## config.mk

```make
export PLATFORM = sky130hd
export DESIGN_NAME = unsigned_divide_64
export DESIGN_NICKNAME = d
export VERILOG_FILES = /design/src/sv/udiv_pkg.sv /design/src/sv/udiv_cell.sv /design/src/sv/udiv_ctrl.sv /design/src/sv/unsigned_divide_64.sv
export SDC_FILE = /design/constraint.sdc
export NUM_CORES = 1
export LEC_CHECK = 0
export ABC_AREA = 1
export ABC_CLOCK_PERIOD_IN_PS = 23000
export BUFFER_PORTS_ARGS = -buffer_cell sky130_fd_sc_hd__clkbuf_2
export CAP_MARGIN = 5
export CELL_PAD_IN_SITES_DETAIL_PLACEMENT = 1
export CELL_PAD_IN_SITES_GLOBAL_PLACEMENT = 1
export CORE_UTILIZATION = 41
export CTS_BUF_LIST = sky130_fd_sc_hd__clkbuf_2 sky130_fd_sc_hd__clkbuf_4 sky130_fd_sc_hd__clkbuf_8
export DETAILED_ROUTE_END_ITERATION = 8
export HOLD_SLACK_MARGIN = 0.03
export PLACE_DENSITY = 0.87
export SYNTH_ARGS = -nofsm -noshare
export SYNTH_HDL_FRONTEND = slang
export SYNTH_HIERARCHICAL = 1
export SYNTH_SLANG_ARGS = --single-unit
```

## constraint.sdc

```tcl
create_clock -name clk -period 23 [get_ports clk]
set_input_delay 4.6 -clock clk [delete_from_list [all_inputs] [get_ports clk]]
set_output_delay 4.6 -clock clk [all_outputs]
set_load 0.03 [all_outputs]
```

## src/sv/udiv_pkg.sv

```systemverilog
`timescale 1ns / 1ps

package udiv_pkg;

  localparam int DATA_WIDTH = 64;
  localparam int CNT_W      = $clog2(DATA_WIDTH);

  typedef enum logic [1:0] {
    ST_IDLE,
    ST_BUSY,
    ST_DRAIN
  } udiv_state_t;

  typedef struct packed {
    logic load;
    logic step;
    logic capture;
  } udiv_seq_t;

  typedef struct packed {
    logic load;
    logic step;
    logic ge;
  } udiv_cell_ctl_t;

endpackage

```

## src/sv/udiv_cell.sv

```systemverilog
`timescale 1ns / 1ps

module udiv_cell (
  input  logic                     clk,
  input  udiv_pkg::udiv_cell_ctl_t ctl,
  input  logic                     num_bit,
  input  logic                     den_bit,
  input  logic                     rem_in,
  input  logic                     quo_in,
  input  logic                     borrow_in,
  output logic                     rem_out,
  output logic                     quo_out,
  output logic                     borrow_out
);
  import udiv_pkg::*;

  logic rem_r;
  logic rem_nxt;
  logic quo_r;
  logic quo_nxt;
  logic den_r;
  logic den_nxt;
  logic diff;

  // one bit of the trial subtraction on the shifted remainder
  assign diff       = rem_in ^ den_r ^ borrow_in;
  assign borrow_out = (~rem_in & den_r) | (~(rem_in ^ den_r) & borrow_in);

  always_comb begin
    rem_nxt = rem_r;
    quo_nxt = quo_r;
    den_nxt = den_r;
    if (ctl.load) begin
      rem_nxt = 1'b0;
      quo_nxt = num_bit;
      den_nxt = den_bit;
    end else if (ctl.step) begin
      rem_nxt = ctl.ge ? diff : rem_in;
      quo_nxt = quo_in;
    end
  end

  always_ff @(posedge clk) begin
    rem_r <= rem_nxt;
    quo_r <= quo_nxt;
    den_r <= den_nxt;
  end

  assign rem_out = rem_r;
  assign quo_out = quo_r;

endmodule

```

## src/sv/udiv_ctrl.sv

```systemverilog
`timescale 1ns / 1ps

module udiv_ctrl (
  input  logic                clk,
  input  logic                rst_n,
  input  logic                in_valid,
  output logic                in_ready,
  input  logic                out_ready,
  output logic                out_valid,
  output udiv_pkg::udiv_seq_t seq
);
  import udiv_pkg::*;

  udiv_state_t      state_r;
  udiv_state_t      state_nxt;
  logic [CNT_W-1:0] cnt_r;
  logic [CNT_W-1:0] cnt_nxt;
  logic             out_valid_r;
  logic             out_valid_nxt;
  logic             slot_free;

  assign slot_free = ~out_valid_r | out_ready;

  always_comb begin
    state_nxt = state_r;
    unique case (state_r)
      ST_IDLE:  if (in_valid) state_nxt = ST_BUSY;
      ST_BUSY:  if (cnt_r == '0) state_nxt = ST_DRAIN;
      ST_DRAIN: if (slot_free) state_nxt = ST_IDLE;
      default:  state_nxt = ST_IDLE;
    endcase
  end

  always_comb begin
    in_ready    = 1'b0;
    seq.load    = 1'b0;
    seq.step    = 1'b0;
    seq.capture = 1'b0;
    unique case (state_r)
      ST_IDLE: begin
        in_ready = 1'b1;
        seq.load = in_valid;
      end
      ST_BUSY:  seq.step = 1'b1;
      ST_DRAIN: seq.capture = slot_free;
      default: begin
        in_ready = 1'b0;
      end
    endcase
  end

  always_comb begin
    cnt_nxt = cnt_r;
    if (seq.load) begin
      cnt_nxt = CNT_W'(DATA_WIDTH - 1);
    end else if (seq.step) begin
      cnt_nxt = cnt_r - 1'b1;
    end
  end

  always_comb begin
    out_valid_nxt = out_valid_r;
    priority if (seq.capture) begin
      out_valid_nxt = 1'b1;
    end else if (out_ready) begin
      out_valid_nxt = 1'b0;
    end
  end

  always_ff @(posedge clk) begin
    if (!rst_n) begin
      state_r     <= ST_IDLE;
      cnt_r       <= '0;
      out_valid_r <= 1'b0;
    end else begin
      state_r     <= state_nxt;
      cnt_r       <= cnt_nxt;
      out_valid_r <= out_valid_nxt;
    end
  end

  assign out_valid = out_valid_r;

  a_capture_slot: assert property (@(posedge clk) disable iff (!rst_n)
    seq.capture |-> (!out_valid_r || out_ready))
    else $error("result captured over an untaken beat");

  a_last_step: assert property (@(posedge clk) disable iff (!rst_n)
    (state_r == ST_BUSY && cnt_r == '0) |=> (state_r == ST_DRAIN))
    else $error("divider did not finish after last step");

  a_load_count: assert property (@(posedge clk) disable iff (!rst_n)
    seq.load |=> (state_r == ST_BUSY && cnt_r == CNT_W'(DATA_WIDTH - 1)))
    else $error("step count not started on accepted beat");

  a_no_overlap: assert property (@(posedge clk) disable iff (!rst_n)
    (seq.step || seq.capture) |-> !in_ready)
    else $error("input taken while an item is in flight");

endmodule

```

## src/sv/unsigned_divide_64.sv

```systemverilog
`timescale 1ns / 1ps
// channel  | ports                                    | dir
// ---------+------------------------------------------+-----
// input    | in_valid, in_ready, in_dividend, in_divisor | in
// result   | out_valid, out_ready, out_quotient, out_remainder | out
//
// one item goes through accept, 64 restoring steps through the cell row, then capture
// each step shifts remainder and quotient one cell along and subtracts across the row
// a zero divisor yields an all-ones quotient and the dividend as remainder
// a new beat is taken while the previous result waits in the output register
// a stalled result holds the row after its last step until the output register frees
// synchronous active-low reset clears control only

module unsigned_divide_64 (
  input  logic                            clk,
  input  logic                            rst_n,
  input  logic                            in_valid,
  output logic                            in_ready,
  input  logic [udiv_pkg::DATA_WIDTH-1:0] in_dividend,
  input  logic [udiv_pkg::DATA_WIDTH-1:0] in_divisor,
  output logic                            out_valid,
  input  logic                            out_ready,
  output logic [udiv_pkg::DATA_WIDTH-1:0] out_quotient,
  output logic [udiv_pkg::DATA_WIDTH-1:0] out_remainder
);
  import udiv_pkg::*;

  udiv_seq_t             seq;
  udiv_cell_ctl_t        ctl;
  logic [DATA_WIDTH-1:0] rem_w;
  logic [DATA_WIDTH-1:0] quo_w;
  logic [DATA_WIDTH-1:0] borrow_w;
  logic [DATA_WIDTH-1:0] quotient_r;
  logic [DATA_WIDTH-1:0] quotient_nxt;
  logic [DATA_WIDTH-1:0] remainder_r;
  logic [DATA_WIDTH-1:0] remainder_nxt;

  udiv_ctrl u_ctrl (
    .clk       (clk),
    .rst_n     (rst_n),
    .in_valid  (in_valid),
    .in_ready  (in_ready),
    .out_ready (out_ready),
    .out_valid (out_valid),
    .seq       (seq)
  );

  // shifted remainder fits the divisor if its carried-out top bit is set or no borrow
  assign ctl.load = seq.load;
  assign ctl.step = seq.step;
  assign ctl.ge   = rem_w[DATA_WIDTH-1] | ~borrow_w[DATA_WIDTH-1];

  for (genvar i = 0; i < DATA_WIDTH; i++) begin : g_cell
    logic rem_in;
    logic quo_in;
    logic borrow_in;

    if (i == 0) begin : g_first
      assign rem_in    = quo_w[DATA_WIDTH-1];
      assign quo_in    = ctl.ge;
      assign borrow_in = 1'b0;
    end else begin : g_rest
      assign rem_in    = rem_w[i-1];
      assign quo_in    = quo_w[i-1];
      assign borrow_in = borrow_w[i-1];
    end

    udiv_cell u_cell (
      .clk        (clk),
      .ctl        (ctl),
      .num_bit    (in_dividend[i]),
      .den_bit    (in_divisor[i]),
      .rem_in     (rem_in),
      .quo_in     (quo_in),
      .borrow_in  (borrow_in),
      .rem_out    (rem_w[i]),
      .quo_out    (quo_w[i]),
      .borrow_out (borrow_w[i])
    );
  end

  always_comb begin
    quotient_nxt  = quotient_r;
    remainder_nxt = remainder_r;
    if (seq.capture) begin
      quotient_nxt  = quo_w;
      remainder_nxt = rem_w;
    end
  end

  always_ff @(posedge clk) begin
    quotient_r  <= quotient_nxt;
    remainder_r <= remainder_nxt;
  end

  assign out_quotient  = quotient_r;
  assign out_remainder = remainder_r;

endmodule

```

After elaboration in Yosys (flattened, before gate mapping):

Index checks and enable logic that the tools add are counted.

* register bits after elaboration: 329
* output and inout bits: 130

* $add $sub $neg: 1
* equal/unequal tests: 5
* multiplexer cells: 204
* bitwise logic cells: 448
* reduce and logical (&&, ||, !) cells: 5

Operator list (count)
* two-way mux 1 bit: 198
* NOT 1 bit: 129
* AND 1 bit: 127
* XOR 1 bit: 127
* bitwise OR 1 bit: 65
* two-way mux 6 bit: 2
* zero test 6 bit: 1
* two-way mux 2 bit: 3
* one-hot mux 2 bit (3 select lines): 1
* subtractor 6 x 1 -> 6 bit, second input constant: 1
* != test 2 x 1 -> 1 bit, second input constant: 2
* nonzero test 2 bit: 2
* AND reduction 3 bit: 1
* equality test 2 x 1 -> 1 bit, second input constant: 1
* equality test 2 bit, second input constant: 1
* zero test 2 bit: 1
* != test 2 bit, second input constant: 1

Logic depth before layout (Yosys ltp):

* depth after elaboration: 132
* mapped depth: 128
* depth with buffers taken out: 128

Cells and area by module:

The synthesis kept the hierarchy.

Modules (own cells, without submodules)
* udiv_cell (g_cell[36].u_cell ...): instances 35, cells each 14, area an instance 147.6 um2
* udiv_cell (g_cell[0].u_cell ...): instances 29, cells each 19, area an instance 163.9 um2
* unsigned_divide_64: instances 1, cells each 131, area an instance 3854.9 um2
* udiv_ctrl: instances 1, cells each 77, area an instance 511.7 um2

Least setup slack after synthesis:

OpenSTA, ideal clock, no wires.

* path type: register to register
* start: reg g_cell[0].u_cell.den_r
* end: reg g_cell[0].u_cell.rem_r
* setup time: 0.112 ns
* arrival time: 24.067 ns
* slack: -1.180 ns
* stages on the path, launching flop included: 129
* path buffers: 0
* period minus slack after synthesis: 24.180 ns
* cells stage by stage: edfxtp_1 inv_1 fa_1 inv_1 inv_1 fa_1 inv_1 inv_1 fa_1 inv_1 fa_1 fa_1 fa_1 fa_1 fa_1 fa_1 fa_1 inv_1 (+93 left out) fa_1 fa_1 fa_1 fa_1 fa_1 fa_1 fa_1 fa_1 fa_1 fa_1 fa_1 fa_1 nand2_1 inv_1 nand2_1 nand3_1 nand2_1 inv_1

* cells in the longest elaborated chain, start to end: 130
* elaborated cells between the ends (all ways): 131

Ends and longest elaborated chain
* start, declared: line udiv_cell.sv:21 `logic den_r;`
* start signal, assigned: line udiv_cell.sv:46 `den_r <= den_nxt;`
* AND 1 bit: line udiv_cell.sv:27 `assign borrow_out = (~rem_in & den_r) | (~(rem_in ^ den_r) & borrow_in);`
* via borrow_w[0]: line unsigned_divide_64.sv:32 `logic [DATA_WIDTH-1:0] borrow_w;`
* AND 1 bit: line udiv_cell.sv:27
* bitwise OR 1 bit: line udiv_cell.sv:27
* via borrow_w[1]: line unsigned_divide_64.sv:32
* AND 1 bit: line udiv_cell.sv:27
* bitwise OR 1 bit: line udiv_cell.sv:27
* via borrow_w[2]: line unsigned_divide_64.sv:32
* (+2 left out)
* via borrow_w[3]: line unsigned_divide_64.sv:32
* (+2 left out)
* via borrow_w[4]: line unsigned_divide_64.sv:32
* (+2 left out)
* via borrow_w[5]: line unsigned_divide_64.sv:32
* (+2 left out)
* via borrow_w[6]: line unsigned_divide_64.sv:32
* (+2 left out)
* via borrow_w[7]: line unsigned_divide_64.sv:32
* (+2 left out)
* via borrow_w[8]: line unsigned_divide_64.sv:32
* (+2 left out)
* via borrow_w[9]: line unsigned_divide_64.sv:32
* (+2 left out)
* via borrow_w[10]: line unsigned_divide_64.sv:32
* (+2 left out)
* via borrow_w[11]: line unsigned_divide_64.sv:32
* (+2 left out)
* via borrow_w[12]: line unsigned_divide_64.sv:32
* (+2 left out)
* via borrow_w[13]: line unsigned_divide_64.sv:32
* (+2 left out)
* via borrow_w[14]: line unsigned_divide_64.sv:32
* (+2 left out)
* via borrow_w[15]: line unsigned_divide_64.sv:32
* (+2 left out)
* via borrow_w[16]: line unsigned_divide_64.sv:32
* (+2 left out)
* via borrow_w[17]: line unsigned_divide_64.sv:32
* (+2 left out)
* via borrow_w[18]: line unsigned_divide_64.sv:32
* (+2 left out)
* via borrow_w[19]: line unsigned_divide_64.sv:32
* (+2 left out)
* via borrow_w[20]: line unsigned_divide_64.sv:32
* (+2 left out)
* via borrow_w[21]: line unsigned_divide_64.sv:32
* (+2 left out)
* via borrow_w[22]: line unsigned_divide_64.sv:32
* (+2 left out)
* via borrow_w[23]: line unsigned_divide_64.sv:32
* (+2 left out)
* via borrow_w[24]: line unsigned_divide_64.sv:32
* (+2 left out)
* via borrow_w[25]: line unsigned_divide_64.sv:32
* (+2 left out)
* via borrow_w[26]: line unsigned_divide_64.sv:32
* (+2 left out)
* via borrow_w[27]: line unsigned_divide_64.sv:32
* (+2 left out)
* via borrow_w[28]: line unsigned_divide_64.sv:32
* (+2 left out)
* via borrow_w[29]: line unsigned_divide_64.sv:32
* (+2 left out)
* via borrow_w[30]: line unsigned_divide_64.sv:32
* (+2 left out)
* via borrow_w[31]: line unsigned_divide_64.sv:32
* (+2 left out)
* via borrow_w[32]: line unsigned_divide_64.sv:32
* (+2 left out)
* via borrow_w[33]: line unsigned_divide_64.sv:32
* (+2 left out)
* via borrow_w[34]: line unsigned_divide_64.sv:32
* (+2 left out)
* via borrow_w[35]: line unsigned_divide_64.sv:32
* (+2 left out)
* via borrow_w[36]: line unsigned_divide_64.sv:32
* (+2 left out)
* via borrow_w[37]: line unsigned_divide_64.sv:32
* (+2 left out)
* via borrow_w[38]: line unsigned_divide_64.sv:32
* (+2 left out)
* via borrow_w[39]: line unsigned_divide_64.sv:32
* (+2 left out)
* via borrow_w[40]: line unsigned_divide_64.sv:32
* (+2 left out)
* via borrow_w[41]: line unsigned_divide_64.sv:32
* (+2 left out)
* via borrow_w[42]: line unsigned_divide_64.sv:32
* (+2 left out)
* via borrow_w[43]: line unsigned_divide_64.sv:32
* (+2 left out)
* via borrow_w[44]: line unsigned_divide_64.sv:32
* (+2 left out)
* via borrow_w[45]: line unsigned_divide_64.sv:32
* (+2 left out)
* via borrow_w[46]: line unsigned_divide_64.sv:32
* (+2 left out)
* via borrow_w[47]: line unsigned_divide_64.sv:32
* (+2 left out)
* via borrow_w[48]: line unsigned_divide_64.sv:32
* (+2 left out)
* via borrow_w[49]: line unsigned_divide_64.sv:32
* (+2 left out)
* via borrow_w[50]: line unsigned_divide_64.sv:32
* (+2 left out)
* via borrow_w[51]: line unsigned_divide_64.sv:32
* (+2 left out)
* via borrow_w[52]: line unsigned_divide_64.sv:32
* (+2 left out)
* via borrow_w[53]: line unsigned_divide_64.sv:32
* (+2 left out)
* via borrow_w[54]: line unsigned_divide_64.sv:32
* (+2 left out)
* via borrow_w[55]: line unsigned_divide_64.sv:32
* (+2 left out)
* via borrow_w[56]: line unsigned_divide_64.sv:32
* (+2 left out)
* via borrow_w[57]: line unsigned_divide_64.sv:32
* (+2 left out)
* via borrow_w[58]: line unsigned_divide_64.sv:32
* (+2 left out)
* via borrow_w[59]: line unsigned_divide_64.sv:32
* (+2 left out)
* via borrow_w[60]: line unsigned_divide_64.sv:32
* (+2 left out)
* via borrow_w[61]: line unsigned_divide_64.sv:32
* (+2 left out)
* via borrow_w[62]: line unsigned_divide_64.sv:32
* AND 1 bit: line udiv_cell.sv:27
* bitwise OR 1 bit: line udiv_cell.sv:27
* via borrow_w[63]: line unsigned_divide_64.sv:32
* NOT 1 bit: line unsigned_divide_64.sv:51 `assign ctl.ge = rem_w[DATA_WIDTH-1] | ~borrow_w[DATA_WIDTH-1];`
* bitwise OR 1 bit: line unsigned_divide_64.sv:51
* via g_cell[0].quo_in: line unsigned_divide_64.sv:55 `logic quo_in;`
* two-way mux 1 bit: line udiv_cell.sv:38 `rem_nxt = ctl.ge ? diff : rem_in;`
* end signal, assigned: line udiv_cell.sv:44 `rem_r <= rem_nxt;`
* end, declared: line udiv_cell.sv:17 `logic rem_r;`

The timed path passes the listed nets, and every way through them passes these cells.
A chain may end at the register's enable or synchronous reset.

Worst setup path in the final report:

* start: reg g_cell[0].u_cell.den_r
* end: reg g_cell[16].u_cell.rem_r

* cells in the longest elaborated chain, start to end: 130
* elaborated cells between the ends (all ways): 131

Ends and longest elaborated chain (line)
* AND 1 bit: udiv_cell.sv:27
* via borrow_w[0]: unsigned_divide_64.sv:32
* AND 1 bit: udiv_cell.sv:27
* bitwise OR 1 bit: udiv_cell.sv:27
* via borrow_w[1]: unsigned_divide_64.sv:32
* AND 1 bit: udiv_cell.sv:27
* bitwise OR 1 bit: udiv_cell.sv:27
* via borrow_w[2]: unsigned_divide_64.sv:32
* (+2 left out)
* via borrow_w[3]: unsigned_divide_64.sv:32
* (+2 left out)
* via borrow_w[4]: unsigned_divide_64.sv:32
* (+2 left out)
* via borrow_w[5]: unsigned_divide_64.sv:32
* (+2 left out)
* via borrow_w[6]: unsigned_divide_64.sv:32
* (+2 left out)
* via borrow_w[7]: unsigned_divide_64.sv:32
* (+2 left out)
* via borrow_w[8]: unsigned_divide_64.sv:32
* (+2 left out)
* via borrow_w[9]: unsigned_divide_64.sv:32
* (+2 left out)
* via borrow_w[10]: unsigned_divide_64.sv:32
* (+2 left out)
* via borrow_w[11]: unsigned_divide_64.sv:32
* (+2 left out)
* via borrow_w[12]: unsigned_divide_64.sv:32
* (+2 left out)
* via borrow_w[13]: unsigned_divide_64.sv:32
* (+2 left out)
* via borrow_w[14]: unsigned_divide_64.sv:32
* (+2 left out)
* via borrow_w[15]: unsigned_divide_64.sv:32
* (+2 left out)
* via borrow_w[16]: unsigned_divide_64.sv:32
* (+2 left out)
* via borrow_w[17]: unsigned_divide_64.sv:32
* (+2 left out)
* via borrow_w[18]: unsigned_divide_64.sv:32
* (+2 left out)
* via borrow_w[19]: unsigned_divide_64.sv:32
* (+2 left out)
* via borrow_w[20]: unsigned_divide_64.sv:32
* (+2 left out)
* via borrow_w[21]: unsigned_divide_64.sv:32
* (+2 left out)
* via borrow_w[22]: unsigned_divide_64.sv:32
* (+2 left out)
* via borrow_w[23]: unsigned_divide_64.sv:32
* (+2 left out)
* via borrow_w[24]: unsigned_divide_64.sv:32
* (+2 left out)
* via borrow_w[25]: unsigned_divide_64.sv:32
* (+2 left out)
* via borrow_w[26]: unsigned_divide_64.sv:32
* (+2 left out)
* via borrow_w[27]: unsigned_divide_64.sv:32
* (+2 left out)
* via borrow_w[28]: unsigned_divide_64.sv:32
* (+2 left out)
* via borrow_w[29]: unsigned_divide_64.sv:32
* (+2 left out)
* via borrow_w[30]: unsigned_divide_64.sv:32
* (+2 left out)
* via borrow_w[31]: unsigned_divide_64.sv:32
* (+2 left out)
* via borrow_w[32]: unsigned_divide_64.sv:32
* (+2 left out)
* via borrow_w[33]: unsigned_divide_64.sv:32
* (+2 left out)
* via borrow_w[34]: unsigned_divide_64.sv:32
* (+2 left out)
* via borrow_w[35]: unsigned_divide_64.sv:32
* (+2 left out)
* via borrow_w[36]: unsigned_divide_64.sv:32
* (+2 left out)
* via borrow_w[37]: unsigned_divide_64.sv:32
* (+2 left out)
* via borrow_w[38]: unsigned_divide_64.sv:32
* (+2 left out)
* via borrow_w[39]: unsigned_divide_64.sv:32
* (+2 left out)
* via borrow_w[40]: unsigned_divide_64.sv:32
* (+2 left out)
* via borrow_w[41]: unsigned_divide_64.sv:32
* (+2 left out)
* via borrow_w[42]: unsigned_divide_64.sv:32
* (+2 left out)
* via borrow_w[43]: unsigned_divide_64.sv:32
* (+2 left out)
* via borrow_w[44]: unsigned_divide_64.sv:32
* (+2 left out)
* via borrow_w[45]: unsigned_divide_64.sv:32
* (+2 left out)
* via borrow_w[46]: unsigned_divide_64.sv:32
* (+2 left out)
* via borrow_w[47]: unsigned_divide_64.sv:32
* (+2 left out)
* via borrow_w[48]: unsigned_divide_64.sv:32
* (+2 left out)
* via borrow_w[49]: unsigned_divide_64.sv:32
* (+2 left out)
* via borrow_w[50]: unsigned_divide_64.sv:32
* (+2 left out)
* via borrow_w[51]: unsigned_divide_64.sv:32
* (+2 left out)
* via borrow_w[52]: unsigned_divide_64.sv:32
* (+2 left out)
* via borrow_w[53]: unsigned_divide_64.sv:32
* (+2 left out)
* via borrow_w[54]: unsigned_divide_64.sv:32
* (+2 left out)
* via borrow_w[55]: unsigned_divide_64.sv:32
* (+2 left out)
* via borrow_w[56]: unsigned_divide_64.sv:32
* (+2 left out)
* via borrow_w[57]: unsigned_divide_64.sv:32
* (+2 left out)
* via borrow_w[58]: unsigned_divide_64.sv:32
* (+2 left out)
* via borrow_w[59]: unsigned_divide_64.sv:32
* (+2 left out)
* via borrow_w[60]: unsigned_divide_64.sv:32
* (+2 left out)
* via borrow_w[61]: unsigned_divide_64.sv:32
* (+2 left out)
* via borrow_w[62]: unsigned_divide_64.sv:32
* AND 1 bit: udiv_cell.sv:27
* bitwise OR 1 bit: udiv_cell.sv:27
* via borrow_w[63]: unsigned_divide_64.sv:32
* NOT 1 bit: unsigned_divide_64.sv:51
* bitwise OR 1 bit: unsigned_divide_64.sv:51
* via g_cell[0].quo_in: unsigned_divide_64.sv:55
* two-way mux 1 bit: udiv_cell.sv:38
* end signal, assigned: udiv_cell.sv:44
* end, declared: udiv_cell.sv:17

The timed path passes the listed nets, and every way through them passes these cells.

==> reports/metrics.cfg <==
[route]
drt_iter0_drc = 416
vias = 9978
routed_wl_mm = 38.01
routedWlPerCell_um = 18.15
drc_errors = 0
vias_per_cell = 4.765
drt-pass1-iter-count = 4
ant_nets = 0

[timing]
period_share = 0.9621
finalHoldViolations = 0
relSlewSlack = 0.3174
post-route-min-period_ns = 22.13
clock.fmax_mhz = 45.19
fin_hold_ws_ns = 0.4467
slew_violations = 0
worst_pin_slew_ns = 1.024
setup_viol = 0
fin_skew_ns = 0.03427

[synth]
synthCells = 1249
yosysWarnings = 6
yosysUniqueCellTypes = 22
synth_top_area_cell = edfxtp_1
ys_top_cells_by_count = nand2_1 (274), edfxtp_1 (256), inv_1 (256)
avgSynthCellArea_sq_um = 11.44
ys_seq_area_frac = 0.6403
synth_area_sq_mm = 0.01429
async_reset_ff_frac = 0
synth.area.top_cells = edfxtp_1 (54%), dfxtp_1 (10%), fa_1 (9.0%), nand2_1 (7.2%), inv_1 (6.7%)
syn-num-nets = 1447
ys_ff_latch = 329
yosysTopAreaCellShare = 0.5381
synth_most_common_cell = nand2_1
synth-edff-count = 256
ys_dominant_reg_cell = edfxtp_1

[floorplanning]
rows = 67
die_h_um = 188.7
io_pins = 262
dieArea_sq_mm = 0.03560
start_util = 0.4219
die_x_um = 188.7
core_area_sq_mm = 0.03387

[run]
max-cap-violations = 0

[cts]
cts_made_buffers = 56
cts_hold_buf = 0
htreeDepth = 2
clk_pin_slew_ns = 0.06
insertion_delay_ns = 0.61
clockRootBuffer = clkbuf_8
cts_tree = yes
cts.sinks = 329
clockBufferDepth = 3

[worst_setup_path]
max_stage_delay_ns = 0.43
arrival_ns = 22.61
crit_top_cell = fa_2
worstPathRequired_ns = 23.48
critPathLaunch = g_cell[0].u_cell/den_r
reg2reg_depth = 131
slowest_stage = fa_2
reg2reg_from = g_cell[0].u_cell/den_r
worstSetupPathType = register to register
endpoint_kind = register
start_kind = register
critPathMaxFanout = 8

[placed_design]
dpl.hpwl_mm = 24.64
portBuffers = 261
place.gp.congestion = 0.7516
dp.cells = 1973

[grt]
grt_usage = 0.2119
grt_pass1_wl_mm = 58.21
grt_max_degree = 121
grt_overflow = 0
grt_pass1_vias = 11090
antenna_found_initial = 3

[power]
leakage_uw = 0.007764
vdd_drop_max_v = 0.00004603
power_density_mw_per_mm2 = 94.37

[finish]
nNetsFinal = 1797
drive_gt1_frac = 0.3382
multiInputGateArea_sq_mm = 0.004344
seq_area_sq_mm = 0.009149
fin_cells = 2094
nFillCells = 3700
area_growth_syn_to_layout_pct = 25.32

[run_status]
status = completed

[min_path]
hold_start = g_cell[53].u_cell/quo_out
hold_path_depth = 0
hold_path.class = register to register

-- per-layer routing --
layer	up-vias	wire length [um]	track usage
met4	2	1091	0.07816
li1	4690	-	-
met1	4955	14780	0.2363
met5	-	17	0
met2	258	20190	0.3908
met3	73	1934	0.04843
-- area by class of cell --
type,instances,area share
antenna,2,0.0002795
multi-input combinational,658,0.2426
timing repair buffer,294,0.09818
clock buffer,83,0.05611
inverter,260,0.05493
sequential,329,0.5110
tap,448,0.03131
clock inverter,20,0.005590
-- final timing paths --
kind	to	slack (ns)
hold reg to reg	out_quotient[53]	0.45
setup reg to reg	g_cell[16].u_cell/rem_out	0.87
setup / recovery	g_cell[16].u_cell/rem_out	0.87
hold / removal	out_quotient[53]	0.45
-- kinds of logic (layout without fill, tap and decap cells) --
kind of cell | Yosys count | in the layout | share of synthesized area
and+or+nand+nor | 445 | 445 | 0.1383
buffers and inverters | 262 | 657 | 0.06936
adders and majority gates | 66 | 66 | 0.09143
AOI/OAI and AO/OA | 146 | 146 | 0.06034
DFF | 329 | 329 | 0.6403
other | 1 | 3 | 0.0002625
-- per-stage QoR --
stage	total power, uW	TNS (ns)	area [sq um]	utilization	setup slack, ns
6_report	1690	0	17900	0.5287	0.8715
2_1_floorplan	995.5	0	14300	-	0.1367
5_1_grt	1787	-0.4841	17900	0.5287	-0.08161
4_1_cts	1688	0	17700	0.5226	0.002377
3_3_place_gp	1073	-34.79	16320	0.4818	-0.5684
3_5_place_dp	1113	-96.86	16320	0.4818	-1.563
-- where the power goes --
group | internal [uW] | switching, uW | leakage, uW
registers | 718 | 49.0 | 0.00302
clock network | 280 | 239 | 0.000594
logic | 170 | 234 | 0.00415
-- repair_timing --
| item | in CTS | in global routing |
|---|---|---|
| gates cloned | 4 | 1 |
| buffers inserted | 4 | 7 |
| resized for setup | 39 | 69 |
| pin swaps | 4 | 57 |
| endpoints found under the setup margin | 65 | 65 |
-- cells in the final DEF (no fill, tap or decap), types with 2 or more instances in the layout --
| cell | count |
|---|---|
| clkbuf_4 | 22 |
| clkinv_2 | 7 |
| clkbuf_2 | 261 |
| diode_2 | 2 |
| a21oi_2 | 35 |
| ha_1 | 2 |
| fa_2 | 63 |
| o21ai_1 | 69 |
| buf_16 | 4 |
| inv_1 | 227 |
| edfxtp_1 | 256 |
| nand3_1 | 35 |
| clkbuf_8 | 61 |
| a21oi_1 | 7 |
| buf_8 | 2 |
| nor2_1 | 37 |
| buf_4 | 19 |
| dfxtp_1 | 73 |
| or2_1 | 65 |
| inv_2 | 32 |
| o21ai_2 | 3 |
| nor2_2 | 29 |
| nand2_1 | 273 |
| buf_12 | 5 |
| inv_8 | 2 |
| o21ai_0 | 31 |
| clkinv_1 | 10 |
-- critical path, delay by kind of cell (launching register included) --
family | cells | cell delay [ns]
buffers and inverters | 63 | 3.31
AND/OR/NAND/NOR | 4 | 0.35
flip-flops | 1 | 0.38
adder cells (fa/ha/maj) | 64 | 17.90
-- sequential cells by signal, summed over array words and instances, names as in the netlist --
register,flops
u_ctrl/cnt_r,6
g_cell.u_cell/quo_out,64
g_cell.u_cell/den_r,64
out_remainder,64
u_ctrl/state_r,2
u_ctrl/out_valid,1
g_cell.u_cell/rem_out,64
out_quotient,64
Note: power is estimated with default switching activity, not from simulation.
